===== src/hdl/nrmc_pkg.sv =====
// Shared types, constants and functions of the RMC sentence parser.
package nrmc_pkg;

    localparam int          MAX_SENTENCE_DEF    = 80;
    localparam int          POS_FRAC_DIGITS_DEF = 5;
    localparam int          SPEED_FRAC_DIGITS   = 3;

    localparam int          LAT_W   = 30;
    localparam int          LON_W   = 31;
    localparam int          SPEED_W = 20;
    localparam int unsigned LAT_MAX   = 32'd900000000;
    localparam int unsigned LON_MAX   = 32'd1800000000;
    localparam int unsigned SPEED_MAX = 32'd999999;

    localparam logic [6:0]  HDR_LEN  = 7'd7;
    localparam logic [2:0]  HDR_LAST = 3'd6;

    localparam logic [7:0]  CH_DOLLAR = 8'h24;
    localparam logic [7:0]  CH_STAR   = 8'h2A;
    localparam logic [7:0]  CH_COMMA  = 8'h2C;
    localparam logic [7:0]  CH_POINT  = 8'h2E;
    localparam logic [7:0]  CH_ZERO   = 8'h30;
    localparam logic [7:0]  CH_NINE   = 8'h39;
    localparam logic [7:0]  CH_A      = 8'h41;
    localparam logic [7:0]  CH_N      = 8'h4E;
    localparam logic [7:0]  CH_E      = 8'h45;

    localparam logic [2:0]  FLD_STATUS = 3'd1;
    localparam logic [2:0]  FLD_LAT    = 3'd2;
    localparam logic [2:0]  FLD_NS     = 3'd3;
    localparam logic [2:0]  FLD_LON    = 3'd4;
    localparam logic [2:0]  FLD_EW     = 3'd5;
    localparam logic [2:0]  FLD_SPEED  = 3'd6;
    localparam logic [2:0]  FLD_LAST   = 3'd7;
    localparam logic [2:0]  CNT_MAX    = 3'd7;

    // Per-item control for one numeric field accumulator
    typedef struct packed {
        logic       clr;
        logic       mac;
        logic       close;
        logic [3:0] digit;
    } t_num_ctl;

    function automatic logic [7:0] hdr_char(input logic [2:0] pos);
        logic [7:0] ch;
        case (pos)
            3'd0:    ch = CH_DOLLAR;
            3'd1:    ch = 8'h47;  // G
            3'd2:    ch = 8'h50;  // P
            3'd3:    ch = 8'h52;  // R
            3'd4:    ch = 8'h4D;  // M
            3'd5:    ch = 8'h43;  // C
            3'd6:    ch = CH_COMMA;
            default: ch = 8'h00;
        endcase
        return ch;
    endfunction

    function automatic logic [16:0] pow10(input logic [2:0] k);
        logic [16:0] p;
        case (k)
            3'd0:    p = 17'd1;
            3'd1:    p = 17'd10;
            3'd2:    p = 17'd100;
            3'd3:    p = 17'd1000;
            3'd4:    p = 17'd10000;
            3'd5:    p = 17'd100000;
            default: p = 17'd1;
        endcase
        return p;
    endfunction

endpackage


===== src/hdl/nrmc_num.sv =====
// Saturating decimal-to-binary accumulator for one numeric field.
module nrmc_num
    import nrmc_pkg::*;
#(
    parameter int          W      = LAT_W,
    parameter int unsigned LIM    = LAT_MAX,
    parameter int          DIGITS = POS_FRAC_DIGITS_DEF
) (
    input  logic         i_clk,
    input  logic         i_rst_n,
    input  logic         i_en,
    input  t_num_ctl     i_ctl,
    input  logic [2:0]   i_frac_cnt,
    output logic [W-1:0] o_mag,
    output logic [W-1:0] o_mag_next
);

    localparam int         PW  = W + 18;
    localparam logic [2:0] DIG = 3'(DIGITS);

    logic [W-1:0]  r_mag;
    logic [W-1:0]  n_mag;
    logic [16:0]   mult;
    logic [PW-1:0] prod;

    always_comb begin
        mult = i_ctl.mac ? 17'd10 : pow10(DIG - i_frac_cnt);
        prod = PW'(r_mag) * PW'(mult) + PW'(i_ctl.mac ? i_ctl.digit : 4'd0);
        n_mag = r_mag;
        if (i_ctl.clr) begin
            n_mag = '0;
        end else if (i_ctl.mac || i_ctl.close) begin
            n_mag = (prod > PW'(LIM)) ? W'(LIM) : prod[W-1:0];
        end
    end

    always_ff @(posedge i_clk) begin
        if (!i_rst_n) begin
            r_mag <= '0;
        end else if (i_en) begin
            r_mag <= n_mag;
        end
    end

    assign o_mag      = r_mag;
    assign o_mag_next = n_mag;

`ifndef NO_ASSERTIONS
    a_mag_in_range: assert property (@(posedge i_clk) disable iff (!i_rst_n)
        r_mag <= W'(LIM))
        else $error("field magnitude above limit");

    a_clear: assert property (@(posedge i_clk) disable iff (!i_rst_n)
        (i_en && i_ctl.clr) |=> (r_mag == '0))
        else $error("field magnitude not cleared");

    a_hold: assert property (@(posedge i_clk) disable iff (!i_rst_n)
        !i_en |=> $stable(r_mag))
        else $error("field magnitude changed without an item");
`endif

endmodule


===== src/hdl/nmea_rmc_sentence_parser.sv =====
// Top level of the RMC sentence parser: header hunt, field split and result register.
//
//  channel | valid   | ready   | payload
//  --------+---------+---------+------------------------------------------
//  in      | i_valid | o_ready | i_rx_byte
//  out     | o_valid | i_ready | o_latitude, o_longitude, o_ground_speed
//
// One byte is taken per cycle while o_ready is high; its result, if any, is shown the next cycle.
// The state update is one pass: header compare, then a 10x or 10^k multiply-add per field.
// A result waiting in the output register does not stop intake unless it is not taken.
// Synchronous active-low reset; the block hunts for a header after reset.
module nmea_rmc_sentence_parser
    import nrmc_pkg::*;
#(
    parameter int MAX_SENTENCE    = MAX_SENTENCE_DEF,
    parameter int POS_FRAC_DIGITS = POS_FRAC_DIGITS_DEF
) (
    input  logic               i_clk,
    input  logic               i_rst_n,
    input  logic               i_valid,
    output logic               o_ready,
    input  logic [7:0]         i_rx_byte,
    output logic               o_valid,
    input  logic               i_ready,
    output logic signed [30:0] o_latitude,
    output logic signed [31:0] o_longitude,
    output logic [19:0]        o_ground_speed
);

    localparam logic [6:0] MAX_BYTES = 7'(MAX_SENTENCE);
    localparam logic [2:0] POS_DIG   = 3'(POS_FRAC_DIGITS);
    localparam logic [2:0] SPD_DIG   = 3'(SPEED_FRAC_DIGITS);

    logic [2:0] r_hdr_pos,    n_hdr_pos;
    logic       r_in_body,    n_in_body;
    logic [2:0] r_field_idx,  n_field_idx;
    logic [6:0] r_byte_cnt,   n_byte_cnt;
    logic       r_status_ok,  n_status_ok;
    logic       r_north,      n_north;
    logic       r_east,       n_east;
    logic       r_seen_point, n_seen_point;
    logic [2:0] r_frac_cnt,   n_frac_cnt;

    logic               r_out_valid;
    logic signed [30:0] r_latitude;
    logic signed [31:0] r_longitude;
    logic [19:0]        r_speed;

    logic         in_acc;
    logic         emit;
    logic         is_digit;
    logic [3:0]   digit_raw;
    t_num_ctl     lat_ctl, lon_ctl, spd_ctl;
    logic [LAT_W-1:0]   lat_mag, lat_next;
    logic [LON_W-1:0]   lon_mag, lon_next;
    logic [SPEED_W-1:0] spd_mag, spd_next;

    assign o_ready   = !r_out_valid || i_ready;
    assign in_acc    = i_valid && o_ready;
    assign digit_raw = 4'(i_rx_byte - CH_ZERO);
    assign is_digit  = (i_rx_byte >= CH_ZERO) && (i_rx_byte <= CH_NINE);

    always_comb begin
        n_hdr_pos    = r_hdr_pos;
        n_in_body    = r_in_body;
        n_field_idx  = r_field_idx;
        n_byte_cnt   = r_byte_cnt;
        n_status_ok  = r_status_ok;
        n_north      = r_north;
        n_east       = r_east;
        n_seen_point = r_seen_point;
        n_frac_cnt   = r_frac_cnt;
        lat_ctl      = '{clr: 1'b0, mac: 1'b0, close: 1'b0, digit: digit_raw};
        lon_ctl      = lat_ctl;
        spd_ctl      = lat_ctl;
        emit         = 1'b0;
        if (in_acc) begin
            if (i_rx_byte == CH_DOLLAR) begin
                n_in_body = 1'b0;
                n_hdr_pos = 3'd1;
            end else if (!r_in_body) begin
                if (i_rx_byte == hdr_char(r_hdr_pos)) begin
                    if (r_hdr_pos == HDR_LAST) begin
                        n_in_body    = 1'b1;
                        n_hdr_pos    = '0;
                        n_field_idx  = '0;
                        n_byte_cnt   = HDR_LEN;
                        n_status_ok  = 1'b0;
                        n_north      = 1'b0;
                        n_east       = 1'b0;
                        n_seen_point = 1'b0;
                        n_frac_cnt   = '0;
                        lat_ctl.clr  = 1'b1;
                        lon_ctl.clr  = 1'b1;
                        spd_ctl.clr  = 1'b1;
                    end else begin
                        n_hdr_pos = r_hdr_pos + 3'd1;
                    end
                end else begin
                    n_hdr_pos = '0;
                end
            end else if (r_byte_cnt >= MAX_BYTES) begin
                // over-long sentence: drop it
                n_in_body = 1'b0;
                n_hdr_pos = '0;
            end else begin
                n_byte_cnt = r_byte_cnt + 7'd1;
                if (i_rx_byte == CH_STAR || i_rx_byte == CH_COMMA) begin
                    lat_ctl.close = (r_field_idx == FLD_LAT);
                    lon_ctl.close = (r_field_idx == FLD_LON);
                    spd_ctl.close = (r_field_idx == FLD_SPEED);
                    n_seen_point  = 1'b0;
                    n_frac_cnt    = '0;
                    if (i_rx_byte == CH_STAR) begin
                        n_in_body = 1'b0;
                        n_hdr_pos = '0;
                        emit      = r_status_ok;
                    end else if (r_field_idx != FLD_LAST) begin
                        n_field_idx = r_field_idx + 3'd1;
                    end
                end else begin
                    case (r_field_idx)
                        FLD_STATUS, FLD_NS, FLD_EW: begin
                            if (r_field_idx == FLD_STATUS) begin
                                n_status_ok = (r_frac_cnt == '0) && (i_rx_byte == CH_A);
                            end else if (r_field_idx == FLD_NS) begin
                                n_north = (r_frac_cnt == '0) && (i_rx_byte == CH_N);
                            end else begin
                                n_east = (r_frac_cnt == '0) && (i_rx_byte == CH_E);
                            end
                            if (r_frac_cnt != CNT_MAX) begin
                                n_frac_cnt = r_frac_cnt + 3'd1;
                            end
                        end
                        FLD_LAT, FLD_LON, FLD_SPEED: begin
                            if (is_digit) begin
                                if (!r_seen_point) begin
                                    lat_ctl.mac = (r_field_idx == FLD_LAT);
                                    lon_ctl.mac = (r_field_idx == FLD_LON);
                                    spd_ctl.mac = (r_field_idx == FLD_SPEED);
                                end else if (r_frac_cnt <
                                        ((r_field_idx == FLD_SPEED) ? SPD_DIG : POS_DIG)) begin
                                    lat_ctl.mac = (r_field_idx == FLD_LAT);
                                    lon_ctl.mac = (r_field_idx == FLD_LON);
                                    spd_ctl.mac = (r_field_idx == FLD_SPEED);
                                    n_frac_cnt  = r_frac_cnt + 3'd1;
                                end
                            end else if (i_rx_byte == CH_POINT) begin
                                n_seen_point = 1'b1;
                            end
                        end
                        default: begin
                        end
                    endcase
                end
            end
        end
    end

    nrmc_num #(
        .W(LAT_W), .LIM(LAT_MAX), .DIGITS(POS_FRAC_DIGITS)
    ) u_lat (
        .i_clk(i_clk), .i_rst_n(i_rst_n), .i_en(in_acc), .i_ctl(lat_ctl),
        .i_frac_cnt(r_frac_cnt), .o_mag(lat_mag), .o_mag_next(lat_next)
    );

    nrmc_num #(
        .W(LON_W), .LIM(LON_MAX), .DIGITS(POS_FRAC_DIGITS)
    ) u_lon (
        .i_clk(i_clk), .i_rst_n(i_rst_n), .i_en(in_acc), .i_ctl(lon_ctl),
        .i_frac_cnt(r_frac_cnt), .o_mag(lon_mag), .o_mag_next(lon_next)
    );

    nrmc_num #(
        .W(SPEED_W), .LIM(SPEED_MAX), .DIGITS(SPEED_FRAC_DIGITS)
    ) u_spd (
        .i_clk(i_clk), .i_rst_n(i_rst_n), .i_en(in_acc), .i_ctl(spd_ctl),
        .i_frac_cnt(r_frac_cnt), .o_mag(spd_mag), .o_mag_next(spd_next)
    );

    always_ff @(posedge i_clk) begin
        if (!i_rst_n) begin
            r_hdr_pos    <= '0;
            r_in_body    <= 1'b0;
            r_field_idx  <= '0;
            r_byte_cnt   <= '0;
            r_status_ok  <= 1'b0;
            r_north      <= 1'b0;
            r_east       <= 1'b0;
            r_seen_point <= 1'b0;
            r_frac_cnt   <= '0;
            r_out_valid  <= 1'b0;
        end else begin
            r_hdr_pos    <= n_hdr_pos;
            r_in_body    <= n_in_body;
            r_field_idx  <= n_field_idx;
            r_byte_cnt   <= n_byte_cnt;
            r_status_ok  <= n_status_ok;
            r_north      <= n_north;
            r_east       <= n_east;
            r_seen_point <= n_seen_point;
            r_frac_cnt   <= n_frac_cnt;
            if (emit) begin
                r_out_valid <= 1'b1;
            end else if (i_ready) begin
                r_out_valid <= 1'b0;
            end
        end
    end

    always_ff @(posedge i_clk) begin
        if (emit) begin
            r_latitude  <= r_north ? signed'({1'b0, lat_next}) : -signed'({1'b0, lat_next});
            r_longitude <= r_east ? signed'({1'b0, lon_next}) : -signed'({1'b0, lon_next});
            r_speed     <= spd_next;
        end
    end

    assign o_valid        = r_out_valid;
    assign o_latitude     = r_latitude;
    assign o_longitude    = r_longitude;
    assign o_ground_speed = r_speed;

`ifndef NO_ASSERTIONS
    a_result_at_star: assert property (@(posedge i_clk) disable iff (!i_rst_n)
        $rose(o_valid) |-> $past(in_acc && i_rx_byte == CH_STAR && r_status_ok))
        else $error("result without a closing star");

    a_len_bound: assert property (@(posedge i_clk) disable iff (!i_rst_n)
        r_in_body |-> (r_byte_cnt <= MAX_BYTES && r_hdr_pos == '0))
        else $error("body state out of bounds");

    a_no_accept_when_full: assert property (@(posedge i_clk) disable iff (!i_rst_n)
        (r_out_valid && !i_ready) |-> !o_ready)
        else $error("item taken while result stalled");

    a_mags_quiet_in_hunt: assert property (@(posedge i_clk) disable iff (!i_rst_n)
        (!r_in_body && in_acc && i_rx_byte != CH_DOLLAR && r_hdr_pos != HDR_LAST)
            |=> ($stable(lat_mag) && $stable(lon_mag) && $stable(spd_mag)))
        else $error("field state changed during header hunt");
`endif

endmodule


===== config.mk =====
export PLATFORM = sky130hd
export DESIGN_NAME = nmea_rmc_sentence_parser
export DESIGN_NICKNAME = d
export VERILOG_FILES = /design/src/hdl/nrmc_pkg.sv /design/src/hdl/nrmc_num.sv /design/src/hdl/nmea_rmc_sentence_parser.sv
export SDC_FILE = /design/constraint.sdc
export NUM_CORES = 2
export LEC_CHECK = 0
export ABC_AREA = 0
export BUFFER_PORTS_ARGS = -buffer_cell sky130_fd_sc_hd__buf_2
export CAP_MARGIN = 20
export CORE_MARGIN = 2
export CORE_UTILIZATION = 34
export CTS_CLUSTER_SIZE = 24
export DETAILED_ROUTE_END_ITERATION = 7
export HOLD_SLACK_MARGIN = 0.05
export SKIP_LAST_GASP = 1
export SLEW_MARGIN = 30
export SYNTH_ARGS = -nofsm -noshare
export SYNTH_HDL_FRONTEND = slang
export SYNTH_SLANG_ARGS = --single-unit

===== constraint.sdc =====
create_clock -name i_clk -period 12.04 [get_ports i_clk]
set_input_delay 1.204 -clock i_clk [delete_from_list [all_inputs] [get_ports i_clk]]
set_output_delay 1.204 -clock i_clk [all_outputs]
set_load 0.005 [all_outputs]

# After elaboration in Yosys (flattened, before gate mapping)
# Index checks and enable logic that the tools add are counted.
[totals]
reg_bits = 186
output_inout_bits = 85
in_bits = 12
word_cells = 240
[op_classes]
mul = 3
n_eq_ne = 52
add_sub_neg = 12
n_reduce_logical = 26
muxes = 121
order_cmp = 7
bitwise = 1
[op_table]
columns = ["op", "n"]
rows = [
  ["17-bit case mux with 5 select lines", 2],
  ["31-bit two-way mux", 4],
  ["30-bit two-way mux", 4],
  ["3-bit two-way mux", 28],
  ["20-bit two-way mux", 3],
  ["1-bit two-way mux", 59],
  ["17-bit two-way mux", 3],
  ["48-bit by 49-bit adder with 49-bit output", 1],
  ["49-bit by 31-bit greater-than comparator with 1-bit output, second input constant", 1],
  ["7-bit case mux with 7 select lines", 1],
  ["47-bit by 48-bit adder with 48-bit output", 1],
  ["48-bit by 30-bit greater-than comparator with 1-bit output, second input constant", 1],
  ["31-bit by 17-bit multiplier with 48-bit output", 1],
  ["30-bit by 17-bit multiplier with 47-bit output", 1],
  ["37-bit by 38-bit adder with 38-bit output", 1],
  ["38-bit by 20-bit greater-than comparator with 1-bit output, second input constant", 1],
  ["20-bit by 17-bit multiplier with 37-bit output", 1],
  ["8-bit by 6-bit equality test with 1-bit output, second input constant", 4],
  ["31-bit negation with 32-bit output", 1],
  ["30-bit negation with 31-bit output", 1],
  ["3-bit equality test, second input constant", 10],
  ["7-bit two-way mux", 4],
  ["3-bit by 2-bit equality test with 1-bit output, second input constant", 8],
  ["8-bit by 7-bit equality test with 1-bit output, second input constant", 3],
  ["34 further kinds", 78],
]

# Depth between registers and ports, before layout
[logic_depth]
ltp_word = 21
ltp_mapped = 48
depth_no_buf = 43

# Modules after synthesis
# Synthesis repeated with hierarchy kept, for this count alone.
[unflattened]
hier_cells = 6296
area_unflattened_um2 = 52750.6
[modules_own_cells]
columns = ["module", "seq_area_each_um2", "cells_each", "n_inst", "area_per_inst_um2"]
rows = [
  ["nrmc_num (u_lon)", 620.6, 2232, 1, 17996.0],
  ["nrmc_num (u_lat)", 600.6, 2073, 1, 17117.7],
  ["nrmc_num (u_spd)", 400.4, 1438, 1, 11836.4],
  ["nmea_rmc_sentence_parser", 2932.8, 553, 1, 5800.6],
]

# Worst setup path before layout
# Ideal clock, no wire load.
[synth_path]
kind = "input port to flip-flop"
start = "input port i_rx_byte[2]"
end = "register r_latitude[28] (netlist: o_latitude[28]) (data pin)"
cell_stages = 45
arrival_time_ns = 11.325
setup_time_ns = 0.264
t_required_ns = 11.776
slack_ns = 0.451
cell_sequence = "clkbuf_1 > nand2_1 > nor4_1 > and3b_1 > clkbuf_1 > nor3_1 > and4_1 > clkbuf_1 > clkbuf_1 > nor2_1 > clkbuf_1 > and2_1 > fa_1 > inv_1 > fa_1 > fa_1 > inv_1 > fa_1 > [9 not listed] > a21oi_1 > xor2_1 > or4b_1 > nor4_1 > o21ai_0 > a21oi_1 > buf_2 > nor2_1 > clkbuf_1 > a22oi_1 > ha_1 > o21ai_0 > a21oi_1 > o21ai_1 > nor4b_2 > and2b_1 > a31oi_1 > xor2_1"
[synth_between]
elab_chain_cells = 18
[synth_rtl]
columns = ["item", "line_no", "source"]
rows = [
  ["start, declared", "nmea_rmc_sentence_parser.sv:22", "input logic [7:0] i_rx_byte,"],
  ["8-bit by 6-bit >= comparator with 1-bit output or 8-bit by 6-bit <= comparator with 1-bit output (tied branches)", "nmea_rmc_sentence_parser.sv:61", "assign is_digit = (i_rx_byte >= CH_ZERO) && (i_rx_byte <= CH_NINE);"],
  ["1-bit logical AND", "nmea_rmc_sentence_parser.sv:61", ""],
  ["1-bit two-way mux", "nmea_rmc_sentence_parser.sv:136", "if (is_digit) begin"],
  ["1-bit two-way mux", "nmea_rmc_sentence_parser.sv:122", "case (r_field_idx)"],
  ["1-bit two-way mux", "nmea_rmc_sentence_parser.sv:108", "if (i_rx_byte == CH_STAR || i_rx_byte == CH_COMMA) begin"],
  ["2-bit two-way mux", "nmea_rmc_sentence_parser.sv:102", "end else if (r_byte_cnt >= MAX_BYTES) begin"],
  ["2-bit two-way mux", "nmea_rmc_sentence_parser.sv:81", "end else if (!r_in_body) begin"],
  ["3-bit two-way mux", "nmea_rmc_sentence_parser.sv:78", "if (i_rx_byte == CH_DOLLAR) begin"],
  ["[2 not listed]", "n/a", ""],
  ["30-bit by 17-bit multiplier with 47-bit output", "nrmc_num.sv:28", "prod = PW'(r_mag) * PW'(mult) + PW'(i_ctl.mac ? i_ctl.digit : 4'd0);"],
  ["47-bit by 48-bit adder with 48-bit output", "nrmc_num.sv:28", ""],
  ["48-bit by 30-bit greater-than comparator with 1-bit output", "nrmc_num.sv:33", "n_mag = (prod > PW'(LIM)) ? W'(LIM) : prod[W-1:0];"],
  ["30-bit two-way mux", "nrmc_num.sv:33", ""],
  ["30-bit two-way mux", "nrmc_num.sv:32", "end else if (i_ctl.mac || i_ctl.close) begin"],
  ["30-bit two-way mux (*)", "nrmc_num.sv:30", "if (i_ctl.clr) begin"],
  ["30-bit negation with 31-bit output", "nmea_rmc_sentence_parser.sv:213", "r_latitude <= r_north ? signed'({1'b0, lat_next}) : -signed'({1'b0, lat_next});"],
  ["30-bit two-way mux (*)", "nmea_rmc_sentence_parser.sv:213", ""],
  ["end signal, assigned", "nmea_rmc_sentence_parser.sv:213", ""],
  ["end, declared", "nmea_rmc_sentence_parser.sv:45", "logic signed [30:0] r_latitude;"],
]
# Mark *: on every way between the ends. The rest lies on a longest branch, timed or not.
# A chain may end at the register's enable or synchronous reset.

# Worst setup path in the final report
[layout_path]
start = "input port i_rx_byte[4]"
end = "register r_latitude[14] (netlist: o_latitude[14]) (data pin)"
[layout_between]
elab_chain_cells = 18
[layout_rtl]
columns = ["item", "line_no"]
rows = [
  ["8-bit by 6-bit >= comparator with 1-bit output or 8-bit by 6-bit <= comparator with 1-bit output (tied branches)", "nmea_rmc_sentence_parser.sv:61"],
  ["1-bit logical AND", "nmea_rmc_sentence_parser.sv:61"],
  ["1-bit two-way mux", "nmea_rmc_sentence_parser.sv:136"],
  ["1-bit two-way mux", "nmea_rmc_sentence_parser.sv:122"],
  ["1-bit two-way mux", "nmea_rmc_sentence_parser.sv:108"],
  ["2-bit two-way mux", "nmea_rmc_sentence_parser.sv:102"],
  ["2-bit two-way mux", "nmea_rmc_sentence_parser.sv:81"],
  ["3-bit two-way mux (*)", "nmea_rmc_sentence_parser.sv:78"],
  ["[2 not listed]", "n/a"],
  ["30-bit by 17-bit multiplier with 47-bit output", "nrmc_num.sv:28"],
  ["47-bit by 48-bit adder with 48-bit output", "nrmc_num.sv:28"],
  ["48-bit by 30-bit greater-than comparator with 1-bit output", "nrmc_num.sv:33"],
  ["30-bit two-way mux", "nrmc_num.sv:33"],
  ["30-bit two-way mux", "nrmc_num.sv:32"],
  ["30-bit two-way mux (*)", "nrmc_num.sv:30"],
  ["30-bit negation with 31-bit output", "nmea_rmc_sentence_parser.sv:213"],
  ["30-bit two-way mux (*)", "nmea_rmc_sentence_parser.sv:213"],
]
# Marked as above.

==> results by group <==
Run status
  • Status: finished clean

Synthesis
  • Share of synthesized area spent on multiplexers: 0.4185%
  • Synth warnings: 0
  • Yosys top cell by area: sky130_fd_sc_hd__fa_1
  • Number of flops mapped to enable cells by yosys: 83
  • Post-synthesis share of cell area spent on xor and xnor gates: ~2.9%
  • Yosys top cell area share: about a third
  • Syn_area_per_cell: around 8.3 µm²
  • Most instantiated library cell after synthesis: sky130_fd_sc_hd__inv_1
  • Post-synthesis instance area: around 52000 µm²
  • Sequential-to-total area share from yosys stat: slightly below 9%
  • Asr flop ratio synth: 0%
  • Compound-cell area share of the yosys netlist: 11.46%
  • Synth unique cells: around 110
  • Post-synthesis cell count: about 6200
  • Biggest area contributors in the synthesized netlist: sky130_fd_sc_hd__fa_1, sky130_fd_sc_hd__ha_1, sky130_fd_sc_hd__inv_1
  • Post-Synth Simple-Gate Area: approximately 17%
  • Combinational family with the most area after synthesis: adder cells
  • Synthesized-area fraction occupied by adder cells: 47.00%
  • Synthesized flop and latch total: around 190
  • Most used standard cells in the synthesized netlist: sky130_fd_sc_hd__inv_1, sky130_fd_sc_hd__fa_1, sky130_fd_sc_hd__nand2_1
  • Most used flip-flop cell after synthesis: sky130_fd_sc_hd__dfxtp_1

STA
  • Number of hold-slack violations in the final timing report: 0
  • Final count of negative-setup-slack endpoints: 0
  • Worst Clk Skew: between 0.03 and 0.04 ns
  • Pins Over Slew Limit: 0
  • Share of the clock period used by the worst path after layout: a little over nine tenths
  • Slew at the pin closest to its max-slew limit: just over 1 ns
  • Maximum operating frequency: about 87 MHz
  • Tightest slew margin relative to the limit: between 30% and 40%
  • Final worst path period need: between 10 and 15 ns

Clock tree
  • H-tree depth: 4
  • Clock Tree Root: sky130_fd_sc_hd__clkbuf_16
  • Clock latency on the worst-skew pair: ~0.57 ns
  • Post-CTS clock slew at the launch and capture registers of the worst setup and hold paths: roughly 0.090 ns
  • Maximum root-to-sink buffer count: 2
  • Hold buffer count at CTS: 0
  • Number of CTS-inserted buffers: 17
  • CTS tree: yes
  • Sinks on the clock net: 186

Route
  • Detail-routed via count per cell: a little over 5
  • Residual DRC count: 0
  • Detailed-route via count: about 45000
  • Final routed wirelength across all metal layers: between 150000 and 200000 µm
  • Drt pass-1 iters: 8
  • Routed len/inst: 18.88 µm
  • Final ANT Viol Nets: 0
  • Starting DRC count in detailed routing: around 3500

Power and ir drop
  • Total power: between 1000 and 1500 µW
  • Maximum vdd ir drop: ~120 µV
  • Power density of the placed cells: roughly 22 nW/µm²
  • Fraction of power consumed by the clock network: about half
  • Internal cell power: 949.4 µW
  • Switching part of the total power: 28.17%
  • Leakage Power: around 0.031 µW
  • Combinational cell fraction of total power: approximately 2.2%
  • Proportion of power drawn by flip-flops and latches: ~50%
  • Power spent charging and discharging nets: 372.4 µW

Global routing
  • Pin count of the biggest net entering global routing: 57
  • Initial antenna violation count: 6
  • First-pass GRT wire length: ~260000 µm
  • Global-route congestion overflow total: 0
  • Vias in the first global route: between 40000 and 50000
  • Overall Global Routing Usage: roughly 22%

Cells and area
  • Area added between synthesis and finish: 16.03%
  • Storage element area: between 4000 and 5000 µm²
  • Filler instances: approximately 15000
  • Layout cell share with drive strength beyond 1: between 10% and 20%
  • Non-filler instance count after layout: just under 9000
  • Finished Core Util: 39.60%
  • Multi-input logic area: 41070 µm²
  • Antenna Diode Count: 0
  • Net count of the finished layout: 8162

Floorplanning
  • Die Area: approximately 160000 µm²
  • Boundary pin count: 97
  • Effective utilization at floorplan: between 30% and 40%
  • Floorplan Core Area: roughly 150000 µm²
  • Standard-cell rows: 143
  • Overall die width: approximately 390 µm
  • Height of the die: between 300 and 400 µm

Setup path
  • Worst r2r path cells: 44
  • Capturing element type of the critical path: flip-flop
  • Critical-path cell with the highest stage delay: sky130_fd_sc_hd__nor4_1
  • Startpoint of the lowest-slack register-to-register path: r_field_idx[0]$_SDFFE_PN0P_
  • Worst reg2reg endpoint: o_latitude[14]$_DFFE_PP_
  • Slowest cell delay on critical path: ~0.73 ns
  • Data arrival time at the worst-slack endpoint: 11.76 ns
  • Most frequent CP cell: sky130_fd_sc_hd__fa_1
  • Setup CP Type: in2reg
  • Crit Path Max Fanout: 8
  • Element type at the critical path start: primary input
  • Setup slack on the worst flop-to-flop path: a little over 0.7 ns
  • Required time of the critical path: between 10 and 15 ns

Placed design
  • Cells after DPL: a little under 9000
  • Port Buffer Count: 96
  • Detailed-placement wirelength estimate: 138200 µm
  • Routability-driven placement congestion ratio: approximately 0.93

Job
  • Maxcap violations: 0

Worst hold path
  • Launch instance of the worst min-delay path: r_status_ok$_SDFFE_PN0P_
  • Path type of the worst min-delay path: reg2reg
  • Endpoint of the worst hold path: r_status_ok$_SDFFE_PN0P_
  • WHS Path Cells: 2
==> worst max-delay path, delay by kind of cell <==
kind                     cells  cell delay (ns)
XOR/XNOR                     1             0.46
adder cells (fa/ha/maj)      8             3.56
AND/OR/NAND/NOR             12             3.06
AO/OA/AOI/OAI               10             2.08
buffers and inverters       10             1.36
==> routing by layer <==
metal | part of all wire [%] | vias to the layer above | global-route usage (%)
met5 | 0.016 | - | 0
met4 | 2.8 | 4 | 6.158
met3 | 7.1 | 237 | 3.245
met2 | 47 | 1524 | 35.59
met1 | 43 | 22356 | 29.42
li1 | - | 20584 | -
==> flip-flops by register name, summed over array words and instances (netlist names) <==
name / cells
o_ground_speed: 20
o_latitude: 31
o_longitude: 32
o_valid: 1
r_byte_cnt: 7
r_east: 1
r_field_idx: 3
r_frac_cnt: 3
r_hdr_pos: 3
r_in_body: 1
r_north: 1
r_seen_point: 1
r_status_ok: 1
u_lat.o_mag: 30
u_lon.o_mag: 31
u_spd.o_mag: 20
==> through the flow <==
stage | setup TNS, ns | area (µm²) | hold slack [ns] | setup WS, ns
finish | 0 | 60010 | 0.4688 | 0.5657
global route | -0.05448 | 60010 | 0.4996 | -0.02440
CTS | 0 | 59960 | 0.4653 | 0.2331
detailed placement | -1.719 | 59360 | 0.4489 | -0.2480
global placement | -0.5229 | 59360 | 0.4431 | -0.09957
floorplan | 0 | 51730 | 0.4321 | 0.4507
==> logic make-up (layout without fill, tap and decap cells) <==
group | count (synthesis) | in the layout
buffers and inverters | 1643 | 2178
AO/OA/AOI/OAI | 908 | 908
other | 1 | 3
multiplexers | 20 | 20
adder cells (fa/ha/maj) | 1412 | 1412
AND/OR/NAND/NOR | 1872 | 1872
flip-flops | 186 | 186
XOR/XNOR | 173 | 173
==> worst max path at each step <==
| stage | startpoint | endpoint | slack, ns | cells past startpoint |
|---|---|---|---|---|
| floorplan | i_rx_byte[2] | o_latitude[28]$_DFFE_PP_ | 0.45 | 45 |
| global placement | i_rx_byte[4] | o_latitude[14]$_DFFE_PP_ | -0.1 | 40 |
| detailed placement | i_rx_byte[4] | o_latitude[28]$_DFFE_PP_ | -0.25 | 41 |
| CTS | r_field_idx[0]$_SDFFE_PN0P_ | o_latitude[14]$_DFFE_PP_ | 0.23 | 43 |
| global route | r_field_idx[0]$_SDFFE_PN0P_ | o_latitude[28]$_DFFE_PP_ | -0.02 | 45 |
| finish | i_rx_byte[4] | o_latitude[14]$_DFFE_PP_ | 0.57 | 41 |
==> cells in the final DEF, fill, tap and decap left out, drive strengths merged, types with 17 or more instances in the layout <==
cell type,count
o211ai,32
edfxtp,83
a21o,61
nor3,76
nor2b,18
a21oi,226
xor2,59
or3,24
o22ai,17
o21a,20
a31oi,36
nor2,355
and2,321
clkbuf,19
a211oi,29
inv,1325
and3,60
nand3,63
nand4,38
xnor2,114
nor4,25
nand2,745
o21ai,258
dfxtp,103
or2,53
o21bai,21
fa,885
a22oi,26
ha,526
buf,827
nand2b,25
==> power groups by stage <==
stage / logic [µW] / clock network [µW] / registers (µW)
floorplan: 11.2 / 0 / 668
global placement: 29.2 / 0 / 668
detailed placement: 28.9 / 0 / 668
CTS: 29.0 / 654 / 653
global route: 30.8 / 664 / 654
finish: 29.5 / 639 / 653
==> repair_timing <==
action                                  4_1_cts  5_1_grt
endpoints found under the setup margin        0       16
setup buffers                                 0        1
gates resized for setup                       0        6
endpoints found under the hold margin         0        0
==> final cells by class <==
| cell class | instances | share of cell area [%] |
|---|---|---|
| repair buffers | 827 | 10.49 |
| inverters | 1319 | 8.256 |
| clock inverters | 13 | 0.2418 |
| well taps | 2030 | 4.232 |
| clock buffers | 19 | 0.7568 |
| multi-input cells | 4388 | 68.43 |
| flip-flops and latches | 186 | 7.591 |
Note: power is estimated with default switching activity, not from simulation.
